--- src/assert_macros.svh ---
// Assertion helpers; clocked on i_clk, off while i_rst_n is low.
`ifndef ASSERT_MACROS_SVH
`define ASSERT_MACROS_SVH

// cond must never hold
`define ASSERT_NEVER(label, cond, msg) \
    label: assert property (@(posedge i_clk) disable iff (!i_rst_n) !(cond)) else $error(msg);

// ante implies cons in the same cycle
`define ASSERT_SAME(label, ante, cons) \
    label: assert property (@(posedge i_clk) disable iff (!i_rst_n) (ante) |-> (cons)) \
        else $error("label failed");

// ante implies cons in the next cycle
`define ASSERT_NEXT(label, ante, cons) \
    label: assert property (@(posedge i_clk) disable iff (!i_rst_n) (ante) |=> (cons)) \
        else $error("label failed");

`endif

--- src/ple_pkg.sv ---
`timescale 1ns / 1ps
package ple_pkg;

    localparam int DEPTH      = 64;
    localparam int ELEM_WIDTH = 32;
    localparam int GRP        = 8;
    localparam int NGRP       = DEPTH / GRP;
    localparam int IDX_W      = $clog2(DEPTH);
    localparam int CNT_W      = $clog2(DEPTH + 1);
    localparam int SUB_W      = $clog2(GRP);
    localparam int GIDX_W     = $clog2(NGRP);
    localparam int CMD_W      = 3;
    localparam int POS_W      = 7;
    localparam int VAL_W      = 32;

    typedef logic signed [ELEM_WIDTH-1:0] t_elem;

    typedef enum logic [CMD_W-1:0] {
        CMD_CLEAR  = 3'd0,
        CMD_INSERT = 3'd1,
        CMD_DELETE = 3'd2,
        CMD_GET    = 3'd3,
        CMD_LOCATE = 3'd4
    } t_cmd;

    typedef enum logic [1:0] {
        CELL_HOLD   = 2'd0,
        CELL_INSERT = 2'd1,
        CELL_DELETE = 2'd2
    } t_cell_op;

    typedef struct packed {
        logic             en;
        t_cell_op         op;
        logic [IDX_W-1:0] pos0;
        logic [CNT_W-1:0] count;
        t_elem            value;
    } t_cell_ctrl;

    typedef struct packed {
        logic             hit;
        logic [SUB_W-1:0] sub;
        t_elem            pick;
    } t_grp_res;

endpackage

--- src/ple_grp.sv ---
`timescale 1ns / 1ps
module ple_grp (
    input  logic                  i_clk,
    input  ple_pkg::t_elem        i_pick [ple_pkg::GRP],
    input  logic [ple_pkg::GRP-1:0] i_match,
    output ple_pkg::t_grp_res     o_res
);
    import ple_pkg::*;

    t_grp_res r_res;
    t_grp_res n_res;

    always_comb begin
        n_res = '0;
        for (int k = GRP - 1; k >= 0; k--) begin
            n_res.pick = n_res.pick | i_pick[k];
            if (i_match[k]) begin
                n_res.hit = 1'b1;
                n_res.sub = SUB_W'(k);
            end
        end
    end

    always_ff @(posedge i_clk) begin
        r_res <= n_res;
    end

    assign o_res = r_res;

endmodule
--- config.mk ---
export PLATFORM = sky130hd
export DESIGN_NAME = ple_grp
export DESIGN_NICKNAME = d
export VERILOG_FILES = /design/src/assert_macros.svh /design/src/ple_pkg.sv /design/src/ple_grp.sv
export SDC_FILE = /design/constraint.sdc
export NUM_CORES = 1
export LEC_CHECK = 0
export ABC_AREA = 1
export BUFFER_PORTS_ARGS = -buffer_cell sky130_fd_sc_hd__buf_4
export CORE_AREA = 2 2 118 120
export CTS_CLUSTER_DIAMETER = 200
export DETAILED_ROUTE_END_ITERATION = 16
export DIE_AREA = 0 0 120 122
export HOLD_SLACK_MARGIN = 0.12
export PLACE_DENSITY = 0.47
export SLEW_MARGIN = 20
export SYNTH_ARGS = -nofsm -noshare
export SYNTH_HDL_FRONTEND = slang
export SYNTH_SLANG_ARGS = --single-unit
--- constraint.sdc ---
create_clock -name i_clk -period 1.3 [get_ports i_clk]
set_input_delay 0.195 -clock i_clk [delete_from_list [all_inputs] [get_ports i_clk]]
set_output_delay 0.195 -clock i_clk [all_outputs]
set_load 0.1 [all_outputs]
==> results of run 1 <==
-- through the flow --
stage / cell area [µm²] / hold slack, ns
after global placement: 3820 / 0.370
after detailed placement: 3820 / 0.368
after floorplan: 1340 / 0.264
-- cell usage after synthesis --
cell type	count
nor4_1	64
nand2_1	39
dfxtp_1	36
inv_1	8
a21oi_1	1
a31oi_1	1
nand3_1	1
nand4_1	1
nor2_1	1
nor3_2	1
or2_1	1
-- cells by family after synthesis --
| logic type | share of synthesized area, % |
|---|---|
| flops | 53.8 |
| simple gates | 43.1 |
| buf+inv | 2.24 |
| compound gates | 0.840 |
==> key figures, run 1 <==
Synthesis
  – Syn Area/Cell: approximately 8.7 µm²
  – Synth cell types: 11
  – Mapped cell area: 1340 µm²
  – Share of the synthesized area in the top cell type: between 50% and 60%
  – Yosys warns: 0
  – Synth area leader: dfxtp_1
  – Top cells by area, synth: dfxtp_1, nor4_1, nand2_1, inv_1, nor3_2
  – Post-synthesis sequential area ratio: approximately 54%
  – #FFs+latches synth: 36
  – Cell count after synthesis: approximately 150
  – Syn nets: 419

Floorplan
  – # IOs: approximately 300
  – Die H: 122 µm
  – Site row count: 43
  – Initial Util: a little under 10%
  – Die W: roughly 120 µm

Clock tree
  – CTS Buffer Depth: 2
  – CTS Buf Count: 5
  – CTS H-tree depth: 2
  – Root Driver: clkbuf_16
  – # hold bufs at CTS: between 100 and 150
  – Post-CTS setup buffer count: 0
  – CTS sink count: 36
  – PostCTS Resize Cnt: 0

Placement
  – Port bufs: 300
  – DP HPWL: ~7.2 mm
  – Placed Cells: around 630
  – Setup WS pre-CTS: 0.415 ns
  – Gp weighted congestion: 0.835

Run status
  – Outcome: did not finish
  – Halt point of the flow: clock tree synthesis
  – Log Error: [ERROR RSZ-0060] Max buffer count reached.
==> run 2, diff against run 1 <==
--- a/config.mk
+++ b/config.mk
@@ -8,11 +8,9 @@
 export ABC_AREA = 1
 export BUFFER_PORTS_ARGS = -buffer_cell sky130_fd_sc_hd__buf_4
 export CORE_AREA = 2 2 118 120
-export CTS_CLUSTER_DIAMETER = 200
 export DETAILED_ROUTE_END_ITERATION = 16
 export DIE_AREA = 0 0 120 122
-export HOLD_SLACK_MARGIN = 0.12
-export PLACE_DENSITY = 0.47
+export PLACE_DENSITY_LB_ADDON = 0.15
 export SLEW_MARGIN = 20
 export SYNTH_ARGS = -nofsm -noshare
 export SYNTH_HDL_FRONTEND = slang
==> run 2 against run 1 <==
- the run now ends clean
- synthesized cell count did not move
- area after synthesis did not move
==> key figures, run 2 <==
Run status
  – Outcome: complete, no violations

Power
  – Pint: between 2 and 2.5 mW
  – IR drop worst, VDD: between 0.4 and 0.5 mV
  – NetSw: roughly 0.67 mW
  – PD cells: slightly below 800 nW/µm²
  – Combinational group share of total power: between 20% and 30%
  – Switching Fraction: roughly 22%
  – Leakage: around 1.9 nW
  – Total power draw: 3.08 mW
  – Sequential share of power: 36.2%
  – Clock power share: 39.7%

Timing
  – Final cycle utilization of the critical path: 85.0%
  – Max_slew headroom: between 70% and 80%
  – Worst Tran Pin Value: 0.320 ns
  – Min Clock Period, post-route: around 1.1 ns
  – Pins Over Slew Limit: 0
  – RSZ-0062 raised after global routing: false
  – Final TNS setup: 0 ns
  – Final hold viol count: 0
  – Final setup vio count: 0
  – FMAX: just over 0.9 GHz

Synthesis
  – Cell count after synthesis: roughly 150
  – Synth area leader: dfxtp_1
  – Number of synthesized flops with an enable pin: 0
  – Syn nets: roughly 420
  – #FFs+latches synth: 36
  – Synth cell count leaders: nor4_1, nand2_1, dfxtp_1
  – Most used standard cell by instance count after synthesis: nor4_1
  – Syn Area/Cell: between 8 and 9 µm²
  – Post-synthesis sequential area ratio: a little over half
  – Synth cell types: 11
  – Main synth FF type: dfxtp_1
  – Yosys warns: 0
  – Ys async rst share: 0%
  – Top cells by area, synth: dfxtp_1, nor4_1, nand2_1, inv_1, nor3_2
  – Share of the synthesized area in the top cell type: 53.8%
  – Mapped cell area: ~1300 µm²

Finish
  – Most frequent cells in the layout: buf_4, nor4_1, nand2_1
  – Final core occ: 29.4%
  – Max reg flops: 36
  – Layout cells sized above 1: about two thirds
  – Layout Nets: 726
  – Commonest non-fill, non-tap cell in the layout: buf_4
  – Antenna Cells: 0
  – Area grow syn2layout: 196%

Global route
  – GRT Util Overall: a little under a tenth
  – Largest net degree at the start of global routing: 11
  – Grt met2 use: 18.5%
  – Gr busiest metal: met2
  – Vias in the first global route: 2366
  – Final global-route overflow total: 0
  – First-pass GRT wire length: 10.8 mm
  – Met1 GRT Util: roughly 9%
  – Antenna violations before repair: 0
  – Global Route met3 Usage: under 10%

Clock tree
  – # hold bufs at CTS: 0
  – Worst-path clk slew: about 0.06 ns
  – Post-CTS setup buffer count: 0
  – CTS Buf Count: 5
  – CTS Buffer Depth: 2
  – Root Driver: clkbuf_16
  – CTS H-tree depth: 2
  – PostCTS Resize Cnt: 0
  – CTS sink count: 36
  – CTS tree: yes

Critical path
  – Cell breakdown of the critical path: buf_4
  – Worst setup path class: reg -> out
  – Slowest cell on the critical path: dfxtp_1
  – Worst Setup Start Kind: flip-flop
  – Crit-path max cell delay: approximately 0.33 ns
  – CP required: ~1.1 ns
  – Worst path bufs/invs: 1
  – Worst-path maximum fanout: 1
  – Family with the most delay on the worst path: flip-flops
  – CP arrival: 0.91 ns
  – Crit. End Element: output pin

Placement
  – Gp weighted congestion: between 0.7 and 0.8
  – Port bufs: 300
  – DP HPWL: around 6.8 mm

Detailed routing
  – Avg Vias per Cell: roughly 3.6
  – Wirelength, routed: ~7.5 mm
  – Routed Antenna Nets: 0
  – Wirelength per Cell: about 12 µm
  – DR iter-0 viols: 70
  – Via count: roughly 2300
  – Residual DRC: 0
  – 1st-pass router iterations: 4

Floorplan
  – # IOs: 301
  – Die H: 122 µm
  – Initial Util: ~9.9%
  – Site row count: 43
  – Die W: ~120 µm
  – Die area: about 15000 µm²
  – Placeable Area: about 14000 µm²

Flow run
  – Number of max-cap violations: 0

Min path
  – Hold WC Path Type: in -> reg
run 2: through the flow:
| stage | instances | hold slack, ns | cell area, µm² | worst slack, ns |
|---|---|---|---|---|
| after floorplan | 154 | 0.264 | 1340 | 0.196 |
| after global placement | 634 | 0.373 | 3820 | 0.435 |
| after detailed placement | 634 | 0.376 | 3820 | 0.410 |
| after CTS | 642 | 0.0766 | 3960 | 0.172 |
| after global routing | 642 | 0.0749 | 3960 | 0.149 |
| final | 642 | 0.0849 | 3960 | 0.195 |
run 2: kinds of logic (layout without fill, tap and decap cells):
group / Yosys count / count (layout) / share of synthesized area, %
AND/OR/NAND/NOR: 108 / 108 / 43.1
flip-flops: 36 / 36 / 53.8
buffers and inverters: 8 / 316 / 2.24
AO/OA/AOI/OAI: 2 / 2 / 0.840
run 2: path summary, 6_finish.rpt:
kind / startpoint / endpoint / slack (ns) / cells past startpoint
min: i_match[0] / o_res[32]$_SDFF_PP0_ / 0.08 / 2
max: o_res[15]$_DFF_P_ / o_res[15] / 0.19 / 1
run 2: power by group through the flow:
stage | Sequential, mW | Combinational (mW) | Clock [mW]
5_1_grt | 1.11 | 0.796 | 1.33
3_3_place_gp | 1.14 | 0.735 | 0
2_1_floorplan | 1.20 | 0.0544 | 0
6_report | 1.11 | 0.741 | 1.22
4_1_cts | 1.11 | 0.748 | 1.29
3_5_place_dp | 1.14 | 0.747 | 0
run 2: final cells by class:
class	count	area (µm²)
Clock buffer	8	146
Fill cell	1475	9540
Inverter	8	30.0
Multi-Input combinational cell	110	589
Sequential cell	36	721
Tap cell	180	225
Timing Repair Buffer	300	2250
run 2: layer usage:
| layer | wire length (µm) | up-vias |
|---|---|---|
| met5 | 0 | - |
| met4 | 127 | 0 |
| met3 | 817 | 7 |
| met2 | 4200 | 140 |
| met1 | 2400 | 985 |
| li1 | - | 1202 |
Note: power is estimated with default switching activity, not from simulation.
