## config.mk

```make
export PLATFORM = sky130hd
export DESIGN_NAME = ple_cell
export DESIGN_NICKNAME = d
export VERILOG_FILES = /design/src/assert_macros.svh /design/src/ple_pkg.sv /design/src/ple_cell.sv
export SDC_FILE = /design/constraint.sdc
export NUM_CORES = 1
export LEC_CHECK = 0
export BUFFER_PORTS_ARGS = -buffer_cell sky130_fd_sc_hd__buf_4
export CORE_ASPECT_RATIO = 0.6
export CORE_MARGIN = 2
export CORE_UTILIZATION = 49
export DETAILED_ROUTE_END_ITERATION = 10
export MAX_ROUTING_LAYER = met4
export PLACE_DENSITY = 0.85
export SLEW_MARGIN = 30
export SYNTH_ARGS = -nofsm -noshare
export SYNTH_HDL_FRONTEND = slang
export SYNTH_SLANG_ARGS = --single-unit
export TNS_END_PERCENT = 50
```

## constraint.sdc

```tcl
create_clock -name i_clk -period 10.6 [get_ports i_clk]
set_input_delay 1.59 -clock i_clk [delete_from_list [all_inputs] [get_ports i_clk]]
set_output_delay 1.59 -clock i_clk [all_outputs]
set_load 0.01 [all_outputs]
```

## src/assert_macros.svh

```systemverilog
// Assertion helpers; clocked on i_clk, off while i_rst_n is low.
`ifndef ASSERT_MACROS_SVH
`define ASSERT_MACROS_SVH

// cond must never hold
`define ASSERT_NEVER(label, cond, msg) \
    label: assert property (@(posedge i_clk) disable iff (!i_rst_n) !(cond)) else $error(msg);

// ante implies cons in the same cycle
`define ASSERT_SAME(label, ante, cons) \
    label: assert property (@(posedge i_clk) disable iff (!i_rst_n) (ante) |-> (cons)) \
        else $error("label failed");

// ante implies cons in the next cycle
`define ASSERT_NEXT(label, ante, cons) \
    label: assert property (@(posedge i_clk) disable iff (!i_rst_n) (ante) |=> (cons)) \
        else $error("label failed");

`endif

```

## src/ple_pkg.sv

```systemverilog
`timescale 1ns / 1ps
package ple_pkg;

    localparam int DEPTH      = 64;
    localparam int ELEM_WIDTH = 32;
    localparam int GRP        = 8;
    localparam int NGRP       = DEPTH / GRP;
    localparam int IDX_W      = $clog2(DEPTH);
    localparam int CNT_W      = $clog2(DEPTH + 1);
    localparam int SUB_W      = $clog2(GRP);
    localparam int GIDX_W     = $clog2(NGRP);
    localparam int CMD_W      = 3;
    localparam int POS_W      = 7;
    localparam int VAL_W      = 32;

    typedef logic signed [ELEM_WIDTH-1:0] t_elem;

    typedef enum logic [CMD_W-1:0] {
        CMD_CLEAR  = 3'd0,
        CMD_INSERT = 3'd1,
        CMD_DELETE = 3'd2,
        CMD_GET    = 3'd3,
        CMD_LOCATE = 3'd4
    } t_cmd;

    typedef enum logic [1:0] {
        CELL_HOLD   = 2'd0,
        CELL_INSERT = 2'd1,
        CELL_DELETE = 2'd2
    } t_cell_op;

    typedef struct packed {
        logic             en;
        t_cell_op         op;
        logic [IDX_W-1:0] pos0;
        logic [CNT_W-1:0] count;
        t_elem            value;
    } t_cell_ctrl;

    typedef struct packed {
        logic             hit;
        logic [SUB_W-1:0] sub;
        t_elem            pick;
    } t_grp_res;

endpackage

```

## src/ple_cell.sv

```systemverilog
`timescale 1ns / 1ps
module ple_cell (
    input  logic                     i_clk,
    input  ple_pkg::t_cell_ctrl      i_ctrl,
    input  logic [ple_pkg::IDX_W-1:0] i_index,
    input  ple_pkg::t_elem           i_left,
    input  ple_pkg::t_elem           i_right,
    output ple_pkg::t_elem           o_data,
    output ple_pkg::t_elem           o_pick,
    output logic                     o_match
);
    import ple_pkg::*;

    t_elem r_data;
    t_elem r_pick;
    logic  r_match;

    always_ff @(posedge i_clk) begin
        if (i_ctrl.en) begin
            r_pick  <= (i_index == i_ctrl.pos0) ? r_data : '0;
            r_match <= (r_data == i_ctrl.value) && (CNT_W'(i_index) < i_ctrl.count);
            case (i_ctrl.op)
                CELL_INSERT: begin
                    if (i_index == i_ctrl.pos0) begin
                        r_data <= i_ctrl.value;
                    end else if (i_index > i_ctrl.pos0) begin
                        r_data <= i_left;
                    end
                end
                CELL_DELETE: begin
                    if (i_index >= i_ctrl.pos0) begin
                        r_data <= i_right;
                    end
                end
                default: begin
                end
            endcase
        end
    end

    assign o_data  = r_data;
    assign o_pick  = r_pick;
    assign o_match = r_match;

endmodule

```

Word-level counts from Yosys, hierarchy flattened
Cells that the tools add are included.
{ "totals": {"ff_bits": 65, "input_bits": 119, "output_inout_bits": 65, "elab_cells": 19} }
{ "classes": {"n_lt_le_gt_ge": 3, "n_eq_ne": 6, "n_mux": 4, "reduce_logical": 3} }
{ "ops": {"columns": ["op", "n"], "rows": [
  ["32-bit 2-to-1 mux", 3],
  ["32-bit case mux with 2 select lines", 1],
  ["32-bit equality test", 1],
  ["6-bit by 7-bit less-than comparator with 1-bit output", 1],
  ["6-bit equality test", 1],
  ["6-bit greater-or-equal comparator", 1],
  ["6-bit > comparator", 1],
  ["4-bit AND reduction", 1],
  ["3-bit inequality test (second input constant)", 1],
  ["2-bit by 1-bit equality test with 1-bit output (second input constant)", 1],
  ["2-bit equality test (second input constant)", 1],
  ["2-bit inequality test (second input constant)", 1],
  ["2-bit nonzero test", 1],
  ["1-bit logical AND", 1]
]} }

Longest topological paths before layout
Gate-level depths: netlist (run 1).
{ "depth": {"word_depth": 4, "ltp_mapped": 7, "ltp_nobuf": 7} }

Worst setup path before layout (run 1)
Ideal clock, no wire load.
{ "synth_path": {"kind": "input port to flip-flop", "from": "input port i_ctrl[44] (netlist name)", "to": "register r_data[0], in the netlist o_data[0], enable pin", "setup_ns": 0.468, "arrival_time_ns": 4.651, "t_required_ns": 10.132, "path_slack_ns": 5.481, "cell_stages": 6, "n_path_buf": 0, "cell_sequence": "inv_1 ha_1 nand4_4 nor2_1 a2111oi_0 nor3b_1"} }
{ "synth_via": {"elab_chain_cells": 3, "word_cells_on_any_way": 6, "classes_between": "2 x order compare; 3 x eq/ne; 1 x reduce/logical"} }
{ "synth_rtl": {"columns": ["item", "line_no", "source"], "rows": [
  ["from (decl)", "ple_cell.sv:4", "input ple_pkg::t_cell_ctrl i_ctrl,"],
  ["6-bit > comparator (tied with other cells)", "ple_cell.sv:26", "end else if (i_index > i_ctrl.pos0) begin"],
  ["3-bit inequality test (no line) / 2-bit inequality test (equally long branches)", null, null],
  ["4-bit AND reduction (no line) *", null, null],
  ["to (signal assigned)", "ple_cell.sv:25", "r_data <= i_ctrl.value;"],
  ["to (signal assigned)", "ple_cell.sv:27", "r_data <= i_left;"],
  ["to (signal assigned)", "ple_cell.sv:32", "r_data <= i_right;"],
  ["to (decl)", "ple_cell.sv:14", "t_elem r_data;"]
]} }
Mark *: on every way between the ends. The rest lies on a longest branch, timed or not.
A chain may end at the register's enable or synchronous reset.

Worst setup path in the final report (run 1)
{ "layout_path": {"from": "input port i_ctrl[42] (netlist name)", "to": "register r_data[10], in the netlist o_data[10], enable pin"} }
The elaborated chain is that of the path after synthesis.

==> tab_implementation.tex, run 1 <==
\begin{tabular}{lr}
\hline
Metric & Value \\
\hline
\multicolumn{2}{l}{\textbf{Route}} \\
\quad Number of design rule violations left after detail routing & 0 \\
\quad Detailed-route wire length & 9.42 mm \\
\quad Via count & 2,886 \\
\quad Detailed router's first-iteration violation count & 212 \\
\quad Mean routed wirelength per cell & 16.5 um \\
\quad Count of TritonRoute iterations in the first routing pass & 5 \\
\quad Per-cell via count in the routed design & 5.05 \\
\quad Antenna Nets Post-Route & 0 \\
\multicolumn{2}{l}{\textbf{Yosys}} \\
\quad Flops \& latches, synth & 65 \\
\quad Commonest register cell after synthesis & edfxtp\_1 \\
\quad Commonest cells in the synthesized netlist & 65 x edfxtp\_1, 33 x nand2\_1, 32 x and2\_1, 32 x mux2i\_1, 32 x xor2\_1 \\
\quad Number of distinct library cells after synthesis & 26 \\
\quad Average footprint of a synthesized cell & 12.1 um\^{}2 \\
\quad Portion of synthesized cell area occupied by the leading cell type & 54.8\% \\
\quad Synth Cell Area & 3560 um\^{}2 \\
\quad Ranking of synthesized cells by area & edfxtp\_1 55\%, mux2i\_1 9.0\%, xor2\_1 7.9\%, and2\_1 5.6\%, ha\_1 4.6\% \\
\quad Largest area contributor in the netlist & edfxtp\_1 \\
\quad Count of synthesis-stage warnings from yosys & 0 \\
\quad Count of flip-flops with a built-in enable after synthesis & 65 \\
\quad Share of the yosys chip area belonging to registers & 54.8\% \\
\quad FFs w/ async S/R, synth & 0\% \\
\quad Syn Nets & 425 \\
\quad Cells after Synth & 293 \\
\quad Library cell with the highest instance count after synthesis & edfxtp\_1 \\
\multicolumn{2}{l}{\textbf{Clock network}} \\
\quad Number of buffers between clock root and the deepest sink & 2 \\
\quad Num CTS Buffers & 9 \\
\quad Post-CTS Setup Repair Bufs & 0 \\
\quad Clock slew at the register clock pins of the worst setup and hold paths & 0.05 ns \\
\quad Clock sink total & 65 \\
\quad CTS Root Cell & clkbuf\_16 \\
\quad CTS Hold Buffers Added & 0 \\
\quad H-tree depth & 3 \\
\quad Quantity of gates resized following cts & 0 \\
\quad CTS tree & done \\
\quad Clock insertion delay at the later pin of the skew report & 0.32 ns \\
\multicolumn{2}{l}{\textbf{Finish}} \\
\quad Inserted Diodes & 0 \\
\quad Fin area & 5270 um\^{}2 \\
\quad Share of post-route cells with drive strength above 1 & 42.7\% \\
\quad Total area of multi-input combinational cells & 1480 um\^{}2 \\
\quad Final instance count without filler cells & 571 \\
\quad Area growth, synth to finish & 48.1\% \\
\quad Count of fill cells added during filler insertion & 524 \\
\quad Footprint of the flip-flops and latches & 1950 um\^{}2 \\
\quad Final Net Count & 608 \\
\multicolumn{2}{l}{\textbf{Timing}} \\
\quad Slew at the pin with the worst max-slew slack & 0.665 ns \\
\quad Total count of hold-check failures in the final report & 0 \\
\quad Post-route setup TNS & 0 ns \\
\quad Post-route minimum period & 3.36 ns \\
\quad Highest clock rate & 298 MHz \\
\quad RSZ-0062 raised after global routing & no \\
\quad Count of final setup violators & 0 \\
\quad Fin crit share & 31.7\% \\
\quad Total count of max-transition violations in the final report & 0 \\
\quad Relative slew slack & 55.3\% \\
\quad Worst hold margin & 0.602 ns \\
\quad Final setup skew & 0.00400 ns \\
\multicolumn{2}{l}{\textbf{Min path}} \\
\quad Path class of the lowest-slack min-delay path & register to register \\
\multicolumn{2}{l}{\textbf{GRT}} \\
\quad Via count of the first global-routing pass & 2,786 \\
\quad Grt met1 use & 32.4\% \\
\quad Met3 track demand over resource in global routing & 6.25\% \\
\quad Antenna violations before repair & 0 \\
\quad Peak-usage layer in the global routing report & met2 \\
\quad Overall track demand over capacity in global routing & 24.8\% \\
\quad Global routing usage on met2 & 39.2\% \\
\quad Global-route wire length before repair & 14.4 mm \\
\quad Total grt overflow & 0 \\
\quad Largest net degree at the start of global routing & 66 \\
\multicolumn{2}{l}{\textbf{Power}} \\
\quad Part of the power in registers & 43.7\% \\
\quad Final Total Pwr & 0.000728 W \\
\quad Internal power summed over all cells & 0.000553 W \\
\quad Maximum vdd drop & 0.0808 mV \\
\quad Gate power share & 17.8\% \\
\quad Power density cells & 138 nW/um\^{}2 \\
\quad Clock Power Share & 38.5\% \\
\quad Switching power & 0.000175 W \\
\quad Leakage & 2.31 nW \\
\quad Switching power as a share of total power & 24.0\% \\
\multicolumn{2}{l}{\textbf{Place}} \\
\quad Number of buffers inserted by port buffering & 183 \\
\quad Total cell area at the placement stage & 4970 um\^{}2 \\
\quad Final weighted congestion of routability-driven global placement & 0.872 \\
\quad Placed wire-length estimate & 7.21 mm \\
\quad Placed Cells incl. Taps & 555 \\
\multicolumn{2}{l}{\textbf{Floorplanning}} \\
\quad Width of the die & 114 um \\
\quad Initial core utilization & 49.8\% \\
\quad Height of the die & 70.0 um \\
\quad Std-Cell Rows & 24 \\
\quad Floorplan Core Area & 7150 um\^{}2 \\
\quad Ports placed on the boundary & 184 \\
\quad Die area & 7980 um\^{}2 \\
\multicolumn{2}{l}{\textbf{Worst setup path}} \\
\quad Critical Path Source Type & input pin \\
\quad Data required time of the critical path & 10.63 ns \\
\quad Reg2reg end & o\_match\$\_DFFE\_PP\_ \\
\quad Worst setup path category & input pin to register \\
\quad Launch point of the worst path & i\_ctrl[42] \\
\quad CP Capture Type & register \\
\quad Worst reg2reg setup slack & 8.85 ns \\
\quad Maximum fanout encountered on the critical timing path & 32 \\
\quad Reg-to-Reg Start & o\_data[0]\$\_DFFE\_PP\_ \\
\quad Data arrival time of the critical path & 3.39 ns \\
\quad Worst Reg-to-Reg Cells & 4 \\
\quad End point of the critical path & o\_data[10]\$\_DFFE\_PP\_ \\
\multicolumn{2}{l}{\textbf{Run}} \\
\quad Count of maximum capacitance violations & 0 \\
\multicolumn{2}{l}{\textbf{Run status}} \\
\quad Status & complete, no violations \\
\hline
\end{tabular}
==> critical path, stage by stage <==
cell and delay [ns]:
buf_4 0.07, inv_1 0.03, ha_1 0.34, a21o_2 0.22, a21o_1 0.16, a2111oi_0 0.56, nor3b_2 0.10, buf_4 0.29
==> worst min path at each step <==
stage               cells past startpoint                        to                  from  slack [ns]
floorplan                               1  o_pick[28]$_SDFFCE_PN0P_  o_data[28]$_DFFE_PP_        0.64
global placement                        1   o_pick[4]$_SDFFCE_PN0P_   o_data[4]$_DFFE_PP_        0.58
detailed placement                      1   o_pick[7]$_SDFFCE_PN0P_   o_data[7]$_DFFE_PP_        0.59
CTS                                     1   o_pick[7]$_SDFFCE_PN0P_   o_data[7]$_DFFE_PP_        0.60
global route                            1  o_pick[24]$_SDFFCE_PN0P_  o_data[24]$_DFFE_PP_        0.63
finish                                  1   o_pick[1]$_SDFFCE_PN0P_   o_data[1]$_DFFE_PP_        0.60
==> power by group through the flow <==
| stage | sequential (W) | clock (W) | combinational, W |
|---|---|---|---|
| detailed placement | 0.000323 | 0 | 0.000130 |
| global placement | 0.000322 | 0 | 0.000127 |
| finish | 0.000318 | 0.000281 | 0.000129 |
| global route | 0.000320 | 0.000294 | 0.000141 |
| CTS | 0.000318 | 0.000284 | 0.000131 |
| floorplan | 0.000329 | 0 | 0.0000428 |
==> state kept, by name (all words and copies together), names as in the netlist <==
name / count
o_pick: 32
o_match: 1
o_data: 32
==> stage by stage <==
stage | util (%) | setup slack (ns)
3_3_place_gp | 69.5 | 6.72
6_report | 73.8 | 7.24
4_1_cts | 73.5 | 7.22
2_1_floorplan | - | 5.48
5_1_grt | 73.8 | 7.09
3_5_place_dp | 69.6 | 6.88
==> layout by cell type, fill, tap and decap left out <==
master	Yosys	routed
a2111oi_0	1	1
a21o_1	3	3
a21o_2	1	1
a21oi_1	3	3
and2_1	32	32
buf_12	3	1
buf_4	0	184
bufinv_16	0	1
clkbuf_1	10	2
clkbuf_16	0	9
clkinv_2	0	3
edfxtp_1	65	65
ha_1	13	12
ha_4	0	1
inv_1	13	13
mux2i_1	32	32
nand2_1	33	33
nand2b_1	2	2
nand4_1	2	2
nand4_4	1	1
nand4b_1	1	1
nor2_1	2	2
nor2_8	1	1
nor3_1	1	1
nor3b_2	0	1
nor4_1	8	8
o21ai_0	4	4
o21ai_1	26	26
o21ai_2	2	2
o22ai_1	1	1
xor2_1	32	32
==> logic make-up after synthesis <==
family          synth area share [%]
compound gates                  6.43
xor+xnor                        7.87
fa+ha+maj                       4.57
buf+inv                         4.11
flops                           54.8
mux                             9.00
simple gates                    13.2
==> cell type report <==
type | instances | share of cell area (%)
tap | 91 | 2.16
multi-input combinational | 202 | 28.0
clock inverter | 4 | 0.854
sequential | 65 | 37.0
timing repair buffer | 185 | 26.6
inverter | 13 | 0.925
clock buffer | 11 | 4.41
==> metal layers <==
| layer | routed length, um | vias up |
|---|---|---|
| met5 | 0 | - |
| met1 | 4070 | 1335 |
| met4 | 118 | 0 |
| met3 | 780 | 12 |
| li1 | - | 1405 |
| met2 | 4450 | 134 |
(Power assumes the default switching activity.)
==> run 2: changes to the inputs <==
- CORE_UTILIZATION: 49 -> 46
- PLACE_DENSITY: 0.85 -> 0.8
- clock period: 10.6 -> 3.26 ns (I/O delays scaled with it)
==> tab_implementation.tex, run 2 (synthesis gave the netlist of run 1 again) <==
\begin{tabular}{lr}
\hline
Metric & Value \\
\hline
\multicolumn{2}{l}{\textbf{Run status}} \\
\quad Status & complete, no violations \\
\multicolumn{2}{l}{\textbf{Floorplanning}} \\
\quad Std-Cell Rows & 24 (unchanged) \\
\quad Floorplan Core Area & 7390 um\^{}2 (+3.4\%) \\
\quad Height of the die & 72.1 um (+3.0\%) \\
\quad Die area & 8480 um\^{}2 (+6.2\%) \\
\quad Width of the die & 118 um (+3.1\%) \\
\quad Ports placed on the boundary & 184 (unchanged) \\
\quad Initial core utilization & 48.2\% (-1.6 points) \\
\multicolumn{2}{l}{\textbf{Worst setup path}} \\
\quad Reg2reg end & o\_match\$\_DFFE\_PP\_ \\
\quad Worst setup path category & input pin to register \\
\quad Worst Reg-to-Reg Cells & 4 (unchanged) \\
\quad Launch point of the worst path & i\_index[3] \\
\quad Worst reg2reg setup slack & 1.61 ns (-7.24 ns) \\
\quad Data required time of the critical path & 3.29 ns (-7.34 ns) \\
\quad Maximum fanout encountered on the critical timing path & 32 (unchanged) \\
\quad End point of the critical path & o\_data[10]\$\_DFFE\_PP\_ \\
\quad Data arrival time of the critical path & 2.36 ns (-1.03 ns) \\
\quad Critical Path Source Type & input pin \\
\quad CP Capture Type & register \\
\quad Reg-to-Reg Start & o\_data[21]\$\_DFFE\_PP\_ \\
\multicolumn{2}{l}{\textbf{Finish}} \\
\quad Final Net Count & 609 (+0.16\%) \\
\quad Inserted Diodes & 0 (unchanged) \\
\quad Share of post-route cells with drive strength above 1 & 42.4\% (-0.30 points) \\
\quad Most common library cell in the layout ignoring fill and taps & buf\_4 \\
\quad Commonest cells after routing, fill and taps aside & 185 x buf\_4, 65 x edfxtp\_1, 33 x nand2\_1 \\
\quad Area growth, synth to finish & 48.0\% (about the same) \\
\quad Core Util, Final & 71.3\% (-2.5 points) \\
\quad Final instance count without filler cells & 585 (+2.5\%) \\
\quad Count of fill cells added during filler insertion & 568 (+8.4\%) \\
\multicolumn{2}{l}{\textbf{Power}} \\
\quad Clock Power Share & 36.0\% (-2.5 points) \\
\quad Part of the power in registers & 45.3\% (+1.6 points) \\
\quad Internal power summed over all cells & 0.00172 W (+210\%) \\
\quad Leakage & 2.30 nW (-0.56\%) \\
\quad Switching power as a share of total power & 24.8\% (+0.79 points) \\
\quad Switching power & 0.000565 W (+220\%) \\
\quad Power density cells & 433 nW/um\^{}2 (+210\%) \\
\quad Maximum vdd drop & 0.280 mV (+250\%) \\
\quad Gate power share & 18.7\% (+0.9 points) \\
\multicolumn{2}{l}{\textbf{Timing}} \\
\quad Fin crit share & 71.3\% \\
\quad Highest clock rate & 430 MHz \\
\quad Worst hold margin & 0.452 ns (-0.150 ns) \\
\quad RSZ-0062 raised after global routing & no \\
\quad Total count of hold-check failures in the final report & 0 (unchanged) \\
\quad Count of final setup violators & 0 (unchanged) \\
\quad Total count of max-transition violations in the final report & 0 (unchanged) \\
\quad Relative slew slack & 49.3\% (-6.0 points) \\
\quad Post-route setup TNS & 0 ns (unchanged) \\
\quad Slew at the pin with the worst max-slew slack & 0.742 ns (+0.0772 ns) \\
\quad Post-route minimum period & 2.33 ns \\
\quad Final setup skew & 0.00595 ns (+0.00194 ns) \\
\multicolumn{2}{l}{\textbf{Clock network}} \\
\quad Num CTS Buffers & 9 (unchanged) \\
\quad Clock slew at the register clock pins of the worst setup and hold paths & 0.05 ns (about the same) \\
\quad Clock sink total & 65 (unchanged) \\
\quad CTS Root Cell & clkbuf\_16 \\
\quad Number of buffers between clock root and the deepest sink & 2 (unchanged) \\
\quad CTS Hold Buffers Added & 0 (unchanged) \\
\quad Clock insertion delay at the later pin of the skew report & 0.32 ns (about the same) \\
\quad CTS tree & done \\
\quad Post-CTS Setup Repair Bufs & 0 (unchanged) \\
\quad H-tree depth & 3 (unchanged) \\
\quad Quantity of gates resized following cts & 0 (unchanged) \\
\multicolumn{2}{l}{\textbf{Place}} \\
\quad Placed wire-length estimate & 7.74 mm (+7.4\%) \\
\quad Number of buffers inserted by port buffering & 183 (unchanged) \\
\quad Placed Cells incl. Taps & 570 (+2.7\%) \\
\quad Final weighted congestion of routability-driven global placement & 0.888 (+1.8\%) \\
\multicolumn{2}{l}{\textbf{Route}} \\
\quad Via count & 2,942 (+1.9\%) \\
\quad Detailed router's first-iteration violation count & 181 (-15\%) \\
\quad Number of design rule violations left after detail routing & 0 (unchanged) \\
\quad Detailed-route wire length & 9.93 mm (+5.4\%) \\
\quad Per-cell via count in the routed design & 5.03 (-0.50\%) \\
\quad Count of TritonRoute iterations in the first routing pass & 4 (-1) \\
\quad Mean routed wirelength per cell & 17.0 um (+2.9\%) \\
\quad Antenna Nets Post-Route & 0 (unchanged) \\
\multicolumn{2}{l}{\textbf{GRT}} \\
\quad Via count of the first global-routing pass & 2,976 (+6.8\%) \\
\quad Total grt overflow & 0 (unchanged) \\
\quad Largest net degree at the start of global routing & 65 (-1.5\%) \\
\quad Antenna violations before repair & 0 (unchanged) \\
\quad Overall track demand over capacity in global routing & 24.3\% (-0.51 points) \\
\quad Global-route wire length before repair & 15.1 mm (+4.8\%) \\
\multicolumn{2}{l}{\textbf{Min path}} \\
\quad Path class of the lowest-slack min-delay path & input pin to register \\
\multicolumn{2}{l}{\textbf{Run}} \\
\quad Count of maximum capacitance violations & 0 (unchanged) \\
\hline
\end{tabular}
## run 2: through the flow
step | cell area, um^2 | setup slack, ns | total power, W
2_1_floorplan | 3560 | 0.365 | 0.00121
3_3_place_gp | 5010 | 0.609 | 0.00147
3_5_place_dp | 5010 | 0.600 | 0.00148
4_1_cts | 5270 | 0.936 | 0.00230
5_1_grt | 5270 | 0.775 | 0.00237
6_report | 5270 | 0.934 | 0.00228
## run 2: worst min path at each step
stage                    startpoint                  endpoint  slack (ns)  depth (start not counted)
6_report                 i_right[6]       o_data[6]$_DFFE_PP_        0.45                          3
4_1_cts                  i_right[6]       o_data[6]$_DFFE_PP_        0.44                          3
3_3_place_gp   o_data[16]$_DFFE_PP_  o_pick[16]$_SDFFCE_PN0P_        0.58                          1
2_1_floorplan            i_ctrl[47]         o_match$_DFFE_PP_        0.60                          0
3_5_place_dp   o_data[19]$_DFFE_PP_  o_pick[19]$_SDFFCE_PN0P_        0.59                          1
5_1_grt                 i_right[17]      o_data[17]$_DFFE_PP_        0.45                          3
## run 2: cell type report
type / instances / area, um^2 / area share (%)
Multi-Input combinational cell: 202 / 1480 / 28.0
Timing Repair Buffer: 186 / 1410 / 26.7
Clock buffer: 10 / 229 / 4.35
Tap cell: 104 / 130 / 2.47
Sequential cell: 65 / 1950 / 37.1
Inverter: 13 / 48.8 / 0.926
Clock inverter: 5 / 23.8 / 0.451
## run 2: power groups by stage
stage / combinational [W] / clock, W / sequential (W)
detailed placement: 0.000428 / 0 / 0.00105
global placement: 0.000419 / 0 / 0.00105
CTS: 0.000430 / 0.000834 / 0.00103
global route: 0.000460 / 0.000873 / 0.00104
floorplan: 0.000140 / 0 / 0.00107
finish: 0.000426 / 0.000821 / 0.00103
## run 2: worst max-delay path, cell delays in order
cell,delay [ns]
buf_4,0.12
ha_1,0.32
a21o_2,0.22
a21o_1,0.16
a2111oi_0,0.68
nor3b_4,0.07
buf_4,0.29
## run 2: per-layer routing
metal  wire, um  track usage, %  share of wire [%]  up-vias
met5          0               -                  0        -
met4        157            7.10                1.6        0
met3        936            8.18                9.4       14
met2       4600            39.4                 46      159
met1       4240            29.4                 43     1357
li1           -               -                  -     1412
